## src/sv/legged_body_balance_loop_defines.svh

```systemverilog
// Assertion macros for the legged body balance loop.
// Needs signals named clk and rst_n in the including module.
`ifndef LEGGED_BODY_BALANCE_LOOP_DEFINES_SVH
`define LEGGED_BODY_BALANCE_LOOP_DEFINES_SVH

// Same-cycle implication, disabled during reset.
`define LBB_ASSERT_NOW(label, ante, cons, msg) \
  label: assert property (@(posedge clk) disable iff (!rst_n) (ante) |-> (cons)) \
    else $error(msg);

// Next-cycle implication, disabled during reset.
`define LBB_ASSERT_NEXT(label, ante, cons, msg) \
  label: assert property (@(posedge clk) disable iff (!rst_n) (ante) |=> (cons)) \
    else $error(msg);

`endif

```

## src/sv/lbb_pkg.sv

```systemverilog
// Shared widths, types, register codes and arithmetic helpers for the
// body balance loop. No dependencies.
package lbb_pkg;

  localparam int FORCE_W    = 16;
  localparam int ANGLE_W    = 16;
  localparam int STEP_W     = 16;
  localparam int SHIFT_W    = 24;
  localparam int GAIN_W     = 16;
  localparam int LIMIT_W    = 23;
  localparam int TILT_W     = 15;
  localparam int DIFF_W     = FORCE_W + 2;
  localparam int GDT_W      = GAIN_W + STEP_W;
  localparam int MUL_A_W    = GDT_W + 2;
  localparam int MUL_B_W    = DIFF_W;
  localparam int PROD_W     = MUL_A_W + MUL_B_W;
  localparam int SUM_W      = SHIFT_W + 4;
  localparam int TGT_W      = ANGLE_W + 8;
  localparam int EMA_DIFF_W = ANGLE_W + 1;
  localparam int EMA_SUM_W  = ANGLE_W + 2;

  localparam int INC_SHIFT  = 24;
  localparam int TILT_SHIFT = 12;
  localparam int EMA_SHIFT  = 16;
  localparam logic signed [MUL_B_W-1:0] EMA_WEIGHT = 18'sd13107;

  localparam int CFG_IDX_W  = 3;
  localparam int CFG_DATA_W = LIMIT_W;

  localparam logic [CFG_IDX_W-1:0] REG_SHIFT_GAIN = 3'd0;
  localparam logic [CFG_IDX_W-1:0] REG_SHIFT_LIMIT = 3'd1;
  localparam logic [CFG_IDX_W-1:0] REG_PITCH_GAIN = 3'd2;
  localparam logic [CFG_IDX_W-1:0] REG_ROLL_GAIN = 3'd3;
  localparam logic [CFG_IDX_W-1:0] REG_TILT_LIMIT = 3'd4;

  localparam logic [GAIN_W-1:0]  RST_SHIFT_GAIN  = 16'd256;
  localparam logic [LIMIT_W-1:0] RST_SHIFT_LIMIT = 23'd5120;
  localparam logic [GAIN_W-1:0]  RST_PITCH_GAIN  = 16'd4096;
  localparam logic [GAIN_W-1:0]  RST_ROLL_GAIN   = 16'd4096;
  localparam logic [TILT_W-1:0]  RST_TILT_LIMIT  = 15'd715;

  localparam int FIFO_DEPTH = 2;
  localparam int FIFO_PTR_W = $clog2(FIFO_DEPTH);
  localparam int FIFO_CNT_W = FIFO_PTR_W + 1;

  typedef struct packed {
    logic [GAIN_W-1:0]  shift_gain;
    logic [LIMIT_W-1:0] shift_limit;
    logic [GAIN_W-1:0]  pitch_gain;
    logic [GAIN_W-1:0]  roll_gain;
    logic [TILT_W-1:0]  tilt_limit;
  } cfg_t;

  typedef struct packed {
    logic signed [DIFF_W-1:0]  dx;
    logic signed [DIFF_W-1:0]  dz;
    logic signed [ANGLE_W-1:0] pitch;
    logic signed [ANGLE_W-1:0] roll;
    logic [STEP_W-1:0]         dt;
  } item_t;

  // Integrate one increment (product floored by 2^24) and clamp to +/- limit.
  function automatic logic signed [SHIFT_W-1:0] integ_step(
    input logic signed [SHIFT_W-1:0] acc,
    input logic signed [PROD_W-1:0]  prod,
    input logic [LIMIT_W-1:0]        limit
  );
    logic signed [SUM_W-1:0]   inc;
    logic signed [SUM_W-1:0]   sum;
    logic signed [SUM_W-1:0]   lim;
    logic signed [SHIFT_W-1:0] res;
    inc = SUM_W'(prod >>> INC_SHIFT);
    sum = SUM_W'(acc) + inc;
    lim = SUM_W'({1'b0, limit});
    if (sum > lim) begin
      res = SHIFT_W'(lim);
    end else if (sum < -lim) begin
      res = SHIFT_W'(-lim);
    end else begin
      res = SHIFT_W'(sum);
    end
    return res;
  endfunction

  // Negated proportional tilt, floored by 2^12 and clamped to +/- limit.
  function automatic logic signed [ANGLE_W-1:0] tilt_target(
    input logic signed [PROD_W-1:0] prod,
    input logic [TILT_W-1:0]        limit
  );
    logic signed [PROD_W-1:0]  neg;
    logic signed [TGT_W-1:0]   sh;
    logic signed [TGT_W-1:0]   lim;
    logic signed [ANGLE_W-1:0] res;
    neg = -prod;
    sh  = TGT_W'(neg >>> TILT_SHIFT);
    lim = TGT_W'({1'b0, limit});
    if (sh > lim) begin
      res = ANGLE_W'(lim);
    end else if (sh < -lim) begin
      res = ANGLE_W'(-lim);
    end else begin
      res = ANGLE_W'(sh);
    end
    return res;
  endfunction

  // Exponential average step: s + floor(prod / 2^16).
  function automatic logic signed [ANGLE_W-1:0] ema_step(
    input logic signed [ANGLE_W-1:0] s,
    input logic signed [PROD_W-1:0]  prod
  );
    logic signed [EMA_SUM_W-1:0] step;
    logic signed [EMA_SUM_W-1:0] sum;
    step = EMA_SUM_W'(prod >>> EMA_SHIFT);
    sum  = EMA_SUM_W'(s) + step;
    return ANGLE_W'(sum);
  endfunction

endpackage

```

## src/sv/lbb_front.sv

```systemverilog
// Front end: accepts input transfers and forms the fore-aft and lateral
// load imbalances. Depends on lbb_pkg; feeds lbb_fifo.
module lbb_front (
  input  logic                         in_valid,
  output logic                         in_stall,
  input  logic [lbb_pkg::FORCE_W-1:0]  in_force_front_left,
  input  logic [lbb_pkg::FORCE_W-1:0]  in_force_front_right,
  input  logic [lbb_pkg::FORCE_W-1:0]  in_force_rear_right,
  input  logic [lbb_pkg::FORCE_W-1:0]  in_force_rear_left,
  input  logic signed [lbb_pkg::ANGLE_W-1:0] in_measured_pitch,
  input  logic signed [lbb_pkg::ANGLE_W-1:0] in_measured_roll,
  input  logic [lbb_pkg::STEP_W-1:0]   in_time_step,
  input  logic                         fifo_full,
  output logic                         push,
  output lbb_pkg::item_t               push_data
);
  import lbb_pkg::*;

  logic [FORCE_W:0] rear_sum;
  logic [FORCE_W:0] front_sum;
  logic [FORCE_W:0] left_sum;
  logic [FORCE_W:0] right_sum;

  assign rear_sum  = {1'b0, in_force_rear_right} + {1'b0, in_force_rear_left};
  assign front_sum = {1'b0, in_force_front_left} + {1'b0, in_force_front_right};
  assign left_sum  = {1'b0, in_force_front_left} + {1'b0, in_force_rear_left};
  assign right_sum = {1'b0, in_force_front_right} + {1'b0, in_force_rear_right};

  assign in_stall = fifo_full;
  assign push     = in_valid && !fifo_full;

  always_comb begin
    push_data.dx    = $signed({1'b0, rear_sum}) - $signed({1'b0, front_sum});
    push_data.dz    = $signed({1'b0, left_sum}) - $signed({1'b0, right_sum});
    push_data.pitch = in_measured_pitch;
    push_data.roll  = in_measured_roll;
    push_data.dt    = in_time_step;
  end

endmodule

```

## src/sv/lbb_fifo.sv

```systemverilog
// Short queue of classified items between front and back end.
// Depends on lbb_pkg and the assertion macro header.
`include "legged_body_balance_loop_defines.svh"

module lbb_fifo (
  input  logic           clk,
  input  logic           rst_n,
  input  logic           push,
  input  lbb_pkg::item_t wdata,
  input  logic           pop,
  output lbb_pkg::item_t rdata,
  output logic           full,
  output logic           empty
);
  import lbb_pkg::*;

  item_t                 mem_r [FIFO_DEPTH];
  logic [FIFO_PTR_W-1:0] wr_ptr_r;
  logic [FIFO_PTR_W-1:0] wr_ptr_nxt;
  logic [FIFO_PTR_W-1:0] rd_ptr_r;
  logic [FIFO_PTR_W-1:0] rd_ptr_nxt;
  logic [FIFO_CNT_W-1:0] count_r;
  logic [FIFO_CNT_W-1:0] count_nxt;

  assign full  = (count_r == FIFO_CNT_W'(FIFO_DEPTH));
  assign empty = (count_r == '0);
  assign rdata = mem_r[rd_ptr_r];

  always_comb begin
    wr_ptr_nxt = wr_ptr_r;
    rd_ptr_nxt = rd_ptr_r;
    if (push) begin
      wr_ptr_nxt = (wr_ptr_r == FIFO_PTR_W'(FIFO_DEPTH - 1)) ? '0 : wr_ptr_r + 1'b1;
    end
    if (pop) begin
      rd_ptr_nxt = (rd_ptr_r == FIFO_PTR_W'(FIFO_DEPTH - 1)) ? '0 : rd_ptr_r + 1'b1;
    end
    case ({push, pop})
      2'b10:   count_nxt = count_r + 1'b1;
      2'b01:   count_nxt = count_r - 1'b1;
      default: count_nxt = count_r;
    endcase
  end

  always_ff @(posedge clk) begin
    if (!rst_n) begin
      wr_ptr_r <= '0;
      rd_ptr_r <= '0;
      count_r  <= '0;
    end else begin
      wr_ptr_r <= wr_ptr_nxt;
      rd_ptr_r <= rd_ptr_nxt;
      count_r  <= count_nxt;
    end
  end

  always_ff @(posedge clk) begin
    if (push) begin
      mem_r[wr_ptr_r] <= wdata;
    end
  end

  `LBB_ASSERT_NOW(a_no_underflow, pop, count_r != '0, "pop from empty queue")
  `LBB_ASSERT_NOW(a_no_overflow, push && !pop, count_r != FIFO_CNT_W'(FIFO_DEPTH), "push into full queue")

endmodule

```

## src/sv/lbb_back.sv

```systemverilog
// Back end: sequences one shared multiplier through the eight steps of an
// item and holds the integrator and smoother state. Depends on lbb_pkg.
`include "legged_body_balance_loop_defines.svh"

module lbb_back (
  input  logic                              clk,
  input  logic                              rst_n,
  input  lbb_pkg::cfg_t                     cfg,
  input  logic                              fifo_empty,
  input  lbb_pkg::item_t                    fifo_rdata,
  output logic                              fifo_pop,
  output logic                              out_valid,
  input  logic                              out_stall,
  output logic signed [lbb_pkg::SHIFT_W-1:0] out_shift_fore_aft,
  output logic signed [lbb_pkg::SHIFT_W-1:0] out_shift_lateral,
  output logic signed [lbb_pkg::ANGLE_W-1:0] out_pitch_command,
  output logic signed [lbb_pkg::ANGLE_W-1:0] out_roll_command
);
  import lbb_pkg::*;

  typedef enum logic [3:0] {
    ST_IDLE, ST_GDT, ST_PITCH, ST_ROLL, ST_FA, ST_LAT, ST_EMAP, ST_EMAR, ST_WB
  } state_t;

  state_t                     state_r;
  state_t                     state_nxt;
  logic                       out_valid_r;
  logic                       out_valid_nxt;
  logic                       slot_free;
  logic                       wb_done;

  item_t                      item_r;
  logic [GDT_W-1:0]           gdt_r;
  logic signed [PROD_W-1:0]   prod_r;
  logic signed [PROD_W-1:0]   prod_nxt;
  logic signed [ANGLE_W-1:0]  tgt_p_r;
  logic signed [ANGLE_W-1:0]  tgt_r_r;

  logic signed [SHIFT_W-1:0]  fa_r;
  logic signed [SHIFT_W-1:0]  lat_r;
  logic signed [ANGLE_W-1:0]  pitch_s_r;
  logic signed [ANGLE_W-1:0]  roll_s_r;
  logic signed [ANGLE_W-1:0]  roll_s_nxt;

  logic signed [SHIFT_W-1:0]  out_fa_r;
  logic signed [SHIFT_W-1:0]  out_lat_r;
  logic signed [ANGLE_W-1:0]  out_pitch_r;
  logic signed [ANGLE_W-1:0]  out_roll_r;

  logic signed [MUL_A_W-1:0]    mul_a;
  logic signed [MUL_B_W-1:0]    mul_b;
  logic signed [EMA_DIFF_W-1:0] ema_diff_p;
  logic signed [EMA_DIFF_W-1:0] ema_diff_r;

  assign slot_free  = !out_valid_r || !out_stall;
  assign wb_done    = (state_r == ST_WB) && slot_free;
  assign fifo_pop   = !fifo_empty && ((state_r == ST_IDLE) || wb_done);
  assign roll_s_nxt = ema_step(roll_s_r, prod_r);

  assign ema_diff_p = EMA_DIFF_W'(tgt_p_r) - EMA_DIFF_W'(pitch_s_r);
  assign ema_diff_r = EMA_DIFF_W'(tgt_r_r) - EMA_DIFF_W'(roll_s_r);

  // Operand select for the shared multiplier; the product lands in prod_r
  // and is consumed in the following step.
  always_comb begin
    mul_a = '0;
    mul_b = '0;
    unique case (state_r)
      ST_GDT: begin
        mul_a = MUL_A_W'(cfg.shift_gain);
        mul_b = MUL_B_W'(item_r.dt);
      end
      ST_PITCH: begin
        mul_a = MUL_A_W'(cfg.pitch_gain);
        mul_b = MUL_B_W'(item_r.pitch);
      end
      ST_ROLL: begin
        mul_a = MUL_A_W'(cfg.roll_gain);
        mul_b = MUL_B_W'(item_r.roll);
      end
      ST_FA: begin
        mul_a = MUL_A_W'(gdt_r);
        mul_b = MUL_B_W'(item_r.dx);
      end
      ST_LAT: begin
        mul_a = MUL_A_W'(gdt_r);
        mul_b = MUL_B_W'(item_r.dz);
      end
      ST_EMAP: begin
        mul_a = MUL_A_W'(ema_diff_p);
        mul_b = EMA_WEIGHT;
      end
      ST_EMAR: begin
        mul_a = MUL_A_W'(ema_diff_r);
        mul_b = EMA_WEIGHT;
      end
      default: begin
        mul_a = '0;
        mul_b = '0;
      end
    endcase
  end

  assign prod_nxt = PROD_W'(mul_a) * PROD_W'(mul_b);

  always_comb begin
    state_nxt = state_r;
    unique case (state_r)
      ST_IDLE:  state_nxt = fifo_empty ? ST_IDLE : ST_GDT;
      ST_GDT:   state_nxt = ST_PITCH;
      ST_PITCH: state_nxt = ST_ROLL;
      ST_ROLL:  state_nxt = ST_FA;
      ST_FA:    state_nxt = ST_LAT;
      ST_LAT:   state_nxt = ST_EMAP;
      ST_EMAP:  state_nxt = ST_EMAR;
      ST_EMAR:  state_nxt = ST_WB;
      ST_WB: begin
        if (slot_free) begin
          state_nxt = fifo_empty ? ST_IDLE : ST_GDT;
        end
      end
      default:  state_nxt = ST_IDLE;
    endcase
  end

  always_comb begin
    if (wb_done) begin
      out_valid_nxt = 1'b1;
    end else if (!out_stall) begin
      out_valid_nxt = 1'b0;
    end else begin
      out_valid_nxt = out_valid_r;
    end
  end

  always_ff @(posedge clk) begin
    if (!rst_n) begin
      state_r     <= ST_IDLE;
      out_valid_r <= 1'b0;
      fa_r        <= '0;
      lat_r       <= '0;
      pitch_s_r   <= '0;
      roll_s_r    <= '0;
    end else begin
      state_r     <= state_nxt;
      out_valid_r <= out_valid_nxt;
      if (state_r == ST_LAT) begin
        fa_r <= integ_step(fa_r, prod_r, cfg.shift_limit);
      end
      if (state_r == ST_EMAP) begin
        lat_r <= integ_step(lat_r, prod_r, cfg.shift_limit);
      end
      if (state_r == ST_EMAR) begin
        pitch_s_r <= ema_step(pitch_s_r, prod_r);
      end
      if (wb_done) begin
        roll_s_r    <= roll_s_nxt;
        out_fa_r    <= fa_r;
        out_lat_r   <= lat_r;
        out_pitch_r <= pitch_s_r;
        out_roll_r  <= roll_s_nxt;
      end
    end
  end

  // Working registers; hold the product while waiting to write back.
  always_ff @(posedge clk) begin
    if (fifo_pop) begin
      item_r <= fifo_rdata;
    end
    if (state_r != ST_WB) begin
      prod_r <= prod_nxt;
    end
    if (state_r == ST_PITCH) begin
      gdt_r <= prod_r[GDT_W-1:0];
    end
    if (state_r == ST_ROLL) begin
      tgt_p_r <= tilt_target(prod_r, cfg.tilt_limit);
    end
    if (state_r == ST_FA) begin
      tgt_r_r <= tilt_target(prod_r, cfg.tilt_limit);
    end
  end

  assign out_valid          = out_valid_r;
  assign out_shift_fore_aft = out_fa_r;
  assign out_shift_lateral  = out_lat_r;
  assign out_pitch_command  = out_pitch_r;
  assign out_roll_command   = out_roll_r;

  `LBB_ASSERT_NOW(a_out_from_wb, $rose(out_valid_r), $past(state_r) == ST_WB, "result without write-back")
  `LBB_ASSERT_NEXT(a_seq_gdt, state_r == ST_GDT, state_r == ST_PITCH, "step sequence broken")

endmodule

```

## src/sv/legged_body_balance_loop.sv

```systemverilog
// The back end runs each item through an eight-step sequence on the single shared
// multiplier and takes no new item until the last one is written back; a 2-entry
// queue takes inputs meanwhile.
// Reset (synchronous, active low) clears integrators, smoothers, queue and
// handshake state and loads the register defaults.
module legged_body_balance_loop (
  input  logic                              clk,
  input  logic                              rst_n,
  input  logic                              in_valid,
  output logic                              in_stall,
  input  logic [lbb_pkg::FORCE_W-1:0]       in_force_front_left,
  input  logic [lbb_pkg::FORCE_W-1:0]       in_force_front_right,
  input  logic [lbb_pkg::FORCE_W-1:0]       in_force_rear_right,
  input  logic [lbb_pkg::FORCE_W-1:0]       in_force_rear_left,
  input  logic signed [lbb_pkg::ANGLE_W-1:0] in_measured_pitch,
  input  logic signed [lbb_pkg::ANGLE_W-1:0] in_measured_roll,
  input  logic [lbb_pkg::STEP_W-1:0]        in_time_step,
  output logic                              out_valid,
  input  logic                              out_stall,
  output logic signed [lbb_pkg::SHIFT_W-1:0] out_shift_fore_aft,
  output logic signed [lbb_pkg::SHIFT_W-1:0] out_shift_lateral,
  output logic signed [lbb_pkg::ANGLE_W-1:0] out_pitch_command,
  output logic signed [lbb_pkg::ANGLE_W-1:0] out_roll_command,
  input  logic                              cfg_we,
  input  logic [lbb_pkg::CFG_IDX_W-1:0]     cfg_index,
  input  logic [lbb_pkg::CFG_DATA_W-1:0]    cfg_wdata
);
  import lbb_pkg::*;

  cfg_t  cfg_r;
  logic  fifo_full;
  logic  fifo_empty;
  logic  push;
  logic  pop;
  item_t push_data;
  item_t pop_data;

  // Register file; unknown indexes drop the write.
  always_ff @(posedge clk) begin
    if (!rst_n) begin
      cfg_r.shift_gain  <= RST_SHIFT_GAIN;
      cfg_r.shift_limit <= RST_SHIFT_LIMIT;
      cfg_r.pitch_gain  <= RST_PITCH_GAIN;
      cfg_r.roll_gain   <= RST_ROLL_GAIN;
      cfg_r.tilt_limit  <= RST_TILT_LIMIT;
    end else if (cfg_we) begin
      unique case (cfg_index)
        REG_SHIFT_GAIN:  cfg_r.shift_gain  <= cfg_wdata[GAIN_W-1:0];
        REG_SHIFT_LIMIT: cfg_r.shift_limit <= cfg_wdata[LIMIT_W-1:0];
        REG_PITCH_GAIN:  cfg_r.pitch_gain  <= cfg_wdata[GAIN_W-1:0];
        REG_ROLL_GAIN:   cfg_r.roll_gain   <= cfg_wdata[GAIN_W-1:0];
        REG_TILT_LIMIT:  cfg_r.tilt_limit  <= cfg_wdata[TILT_W-1:0];
        default: ;
      endcase
    end
  end

  lbb_front u_front (
    .in_valid             (in_valid),
    .in_stall             (in_stall),
    .in_force_front_left  (in_force_front_left),
    .in_force_front_right (in_force_front_right),
    .in_force_rear_right  (in_force_rear_right),
    .in_force_rear_left   (in_force_rear_left),
    .in_measured_pitch    (in_measured_pitch),
    .in_measured_roll     (in_measured_roll),
    .in_time_step         (in_time_step),
    .fifo_full            (fifo_full),
    .push                 (push),
    .push_data            (push_data)
  );

  lbb_fifo u_fifo (
    .clk   (clk),
    .rst_n (rst_n),
    .push  (push),
    .wdata (push_data),
    .pop   (pop),
    .rdata (pop_data),
    .full  (fifo_full),
    .empty (fifo_empty)
  );

  lbb_back u_back (
    .clk                (clk),
    .rst_n              (rst_n),
    .cfg                (cfg_r),
    .fifo_empty         (fifo_empty),
    .fifo_rdata         (pop_data),
    .fifo_pop           (pop),
    .out_valid          (out_valid),
    .out_stall          (out_stall),
    .out_shift_fore_aft (out_shift_fore_aft),
    .out_shift_lateral  (out_shift_lateral),
    .out_pitch_command  (out_pitch_command),
    .out_roll_command   (out_roll_command)
  );

endmodule

```

## config.mk

```make
export PLATFORM = sky130hd
export DESIGN_NAME = legged_body_balance_loop
export DESIGN_NICKNAME = d
export VERILOG_FILES = /design/src/sv/lbb_pkg.sv /design/src/sv/lbb_front.sv /design/src/sv/lbb_fifo.sv /design/src/sv/lbb_back.sv /design/src/sv/legged_body_balance_loop.sv
export VERILOG_INCLUDE_DIRS = /design/src /design/src/sv
export SDC_FILE = /design/constraint.sdc
export NUM_CORES = 2
export LEC_CHECK = 0
export BUFFER_PORTS_ARGS = -buffer_cell sky130_fd_sc_hd__buf_2
export CORE_MARGIN = 2
export CORE_UTILIZATION = 55
export DETAILED_ROUTE_END_ITERATION = 8
export PLACE_DENSITY_LB_ADDON = 0.1
export REMOVE_ABC_BUFFERS = 1
export SLEW_MARGIN = 25
export SYNTH_ARGS = -nofsm -noshare
export SYNTH_HDL_FRONTEND = slang
export SYNTH_HIERARCHICAL = 1
export SYNTH_SLANG_ARGS = --single-unit
```

## constraint.sdc

```tcl
create_clock -name clk -period 11.1 [get_ports clk]
set_clock_uncertainty 0.05 [all_clocks]
set_input_delay 0 -clock clk [delete_from_list [all_inputs] [get_ports clk]]
set_output_delay 0 -clock clk [all_outputs]
set_load 0.005 [all_outputs]
```

==> out/metrics.yaml <==
clocking:
  clock_path_buffers: 3
  numClockSinks: 624
  postCtsHoldBufs: 111
  cts_tree: "built"
  worstSkewPairLatency_ns: 0.67
  clkTransAtPathRegs_ns: 0.06
  post_cts_buffers: 0
  cts_buffers: 71
  htree_levels: 3
  clockRootBuffer: "clkbuf_16"
  ctsResizeCount: 0
synth:
  syn_area_um2: 58700
  synth_cells: 5894
  synth_edf_count: 448
  async_reset_ff_frac: 0
  synth_cell_types: 105
  ys.flop_type: "edfxtp_1"
  yosys_warnings: 6
  ys_seq_area_frac: 0.289
  synth-seq-cells: 624
  syn-mean-instance-area_um2: 9.97
routing:
  first_iter_violations: 3788
  remaining_drc_errors: 0
  dr.pass1.iters: 8
  drtAntennaViolNets: 0
  vias: 44100
  drt-total-wl_um: 169000
  wl_per_cell_um: 22.3
  drt-vias-per-instance: 5.83
timing:
  fmax_ghz: 0.100
  final-max-slew-violation-count: 0
  final-setup-viol-count: 0
  period_share: 0.899
  slew_headroom: 0.269
  worst_hold_slack_ns: 0.0351
  hold_viol: 0
  worst_slack_ns: 1.12
  fin_crit_ns: 9.98
  tightest_slew_ns: 1.10
  rsz0062_at_grt: "no"
die:
  start_util: 0.557
  ios: 225
  die_x_um: 331
  row_count: 119
  fp.dieH_um: 331
  die-area_um2: 109000
  core-area_um2: 106000
worst_setup_path:
  crit_type: "reg -> reg"
  startpoint: "u_back/pitch_s_r[2]"
  crit_path_end: "u_back/prod_r[44]"
  cp_num_cells: 31
  cpMostUsedCell: "fa_1"
  cp-end-kind: "flip-flop"
  startpoint_type: "flip-flop"
  r2r_cells: 31
  r2r_start: "u_back/pitch_s_r[2]"
  cp_slowest_cell: "o21ai_1"
  crit_family: "compound AO/OA/AOI/OAI gates"
  cp_slowest_stage_delay_ns: 0.65
  cp_max_fo: 8
  rrSetupSlack_ns: 1.12
  crit_buf_inv: 5
  cp.arrival_ns: 10.33
  cp.required_ns: 11.46
  r2r-end: "u_back/prod_r[44]"
power:
  p_per_area_nw_per_um2: 228
  power_leakage_nw: 28.7
  ir_worst_vdd_mv: 0.493
  power_w: 0.0148
global_route:
  antenna_found_initial: 1
  grt_pass1_wl_um: 259000
  grt-ovfl-total: 0
  grt_pass1_vias: 44600
  grt_max_degree: 112
  grt_usage: 0.312
placement:
  dp.cells: 7330
  dp_hpwl_um: 133000
  gp_congestion: 0.972
  io_buffers: 224
  place_ws_ns: 1.23
layout:
  area_delta_synth_final_pct: 10.1
  nets: 7327
  drive_gt1_frac: 0.103
  fin_cells: 7574
run_status:
  status: "finished, final reports clean"
run:
  drv_cap: 0
worst_hold_path:
  hold_class: "in -> reg"
-- routing by layer --
metal | up-vias | track usage | share of wire
met5 | - | 0 | 0
li1 | 20400 | - | -
met3 | 338 | 0.0520 | 0.073
met1 | 21700 | 0.430 | 0.43
met4 | 0 | 0.119 | 0.042
met2 | 1683 | 0.496 | 0.45
-- cell families after synthesis --
family | synth area share
other | 0.000128
AOI/OAI and AO/OA | 0.123
xor gates and xnor gates | 0.0318
adders and majority gates | 0.308
buffers and inverters | 0.0865
muxes | 0.0471
and+or+nand+nor | 0.114
DFF | 0.289
-- cell usage in the layout (no fill, tap or decap), types with 174 or more instances in the layout --
cell type / instances
dfxtp_1: 174
inv_1: 963
a21oi_1: 222
o21ai_0: 182
fa_1: 644
ha_1: 417
nor2_1: 302
buf_2: 223
nand2_1: 544
edfxtp_1: 448
-- worst register-to-register path, delay by kind of cell, from the launching register on --
family                   cells  cell delay [ns]
flip-flops                   1             0.38
adder cells (fa/ha/maj)      8             3.67
AO/OA/AOI/OAI               12             3.71
buffers and inverters        5             0.30
AND/OR/NAND/NOR              6             1.58
-- Yosys cell counts, types with 48 or more instances --
cell	number	area, um^2
inv_1	963	3610
fa_1	644	12900
nand2_1	545	2050
edfxtp_1	448	13500
ha_1	417	5220
nor2_1	307	1150
a21oi_1	222	1110
clkbuf_1	189	709
o21ai_0	184	921
dfxtp_1	176	3520
xnor2_1	157	1380
mux2i_1	145	1450
mux2_2	117	1320
nand3_1	115	576
o211ai_1	107	803
a21o_1	102	766
nor3_1	70	350
nand4_1	69	432
a31oi_1	61	382
buf_4	60	450
nor2b_1	60	375
xor2_1	56	490
o21a_1	52	390
a211oi_1	48	360
-- power breakdown --
part           internal (W)  switching, W
Clock               0.00142       0.00101
Sequential          0.00331      0.000317
Combinational       0.00325       0.00545
-- cell type report --
cell class | count | area, um^2
sequential | 624 | 17000
clock inverter | 47 | 534
timing repair buffer | 436 | 3030
antenna | 1 | 2.50
multi-input combinational | 4026 | 36900
inverter | 964 | 3620
fill | 8933 | 40900
clock buffer | 85 | 1900
tap | 1391 | 1740
-- how the worst min path moves through the flow --
stage | depth (start not counted) | startpoint | to
after floorplan | 0 | in_time_step[0] | u_fifo/mem_r[0][0]
final | 2 | in_measured_pitch[10] | u_fifo/mem_r[0][42]
after global placement | 1 | in_measured_pitch[13] | u_fifo/mem_r[1][45]
after global routing | 2 | in_time_step[6] | u_fifo/mem_r[1][6]
after detailed placement | 1 | in_measured_roll[8] | u_fifo/mem_r[0][24]
after CTS | 2 | in_time_step[6] | u_fifo/mem_r[1][6]
-- state kept, by name, summed over array words and instances (netlist names), 24 cells and up, named ones only --
register,cells
u_fifo/mem_r,168
cfg_r,86
u_back/item_r,84
u_back/prod_r,52
u_back/gdt_r,32
u_back/fa_r,24
u_back/lat_r,24
u_back/out_shift_fore_aft,24
u_back/out_shift_lateral,24
-- through the flow --
step | TNS, ns | utilization | instance area, um^2
3_3_place_gp | 0 | 0.579 | 61100
3_5_place_dp | 0 | 0.579 | 61100
5_1_grt | 0 | 0.613 | 64700
6_report | 0 | 0.613 | 64700
2_1_floorplan | -107.41 | - | 57300
4_1_cts | 0 | 0.613 | 64700
No activity file was read; power rests on OpenSTA's default activity.
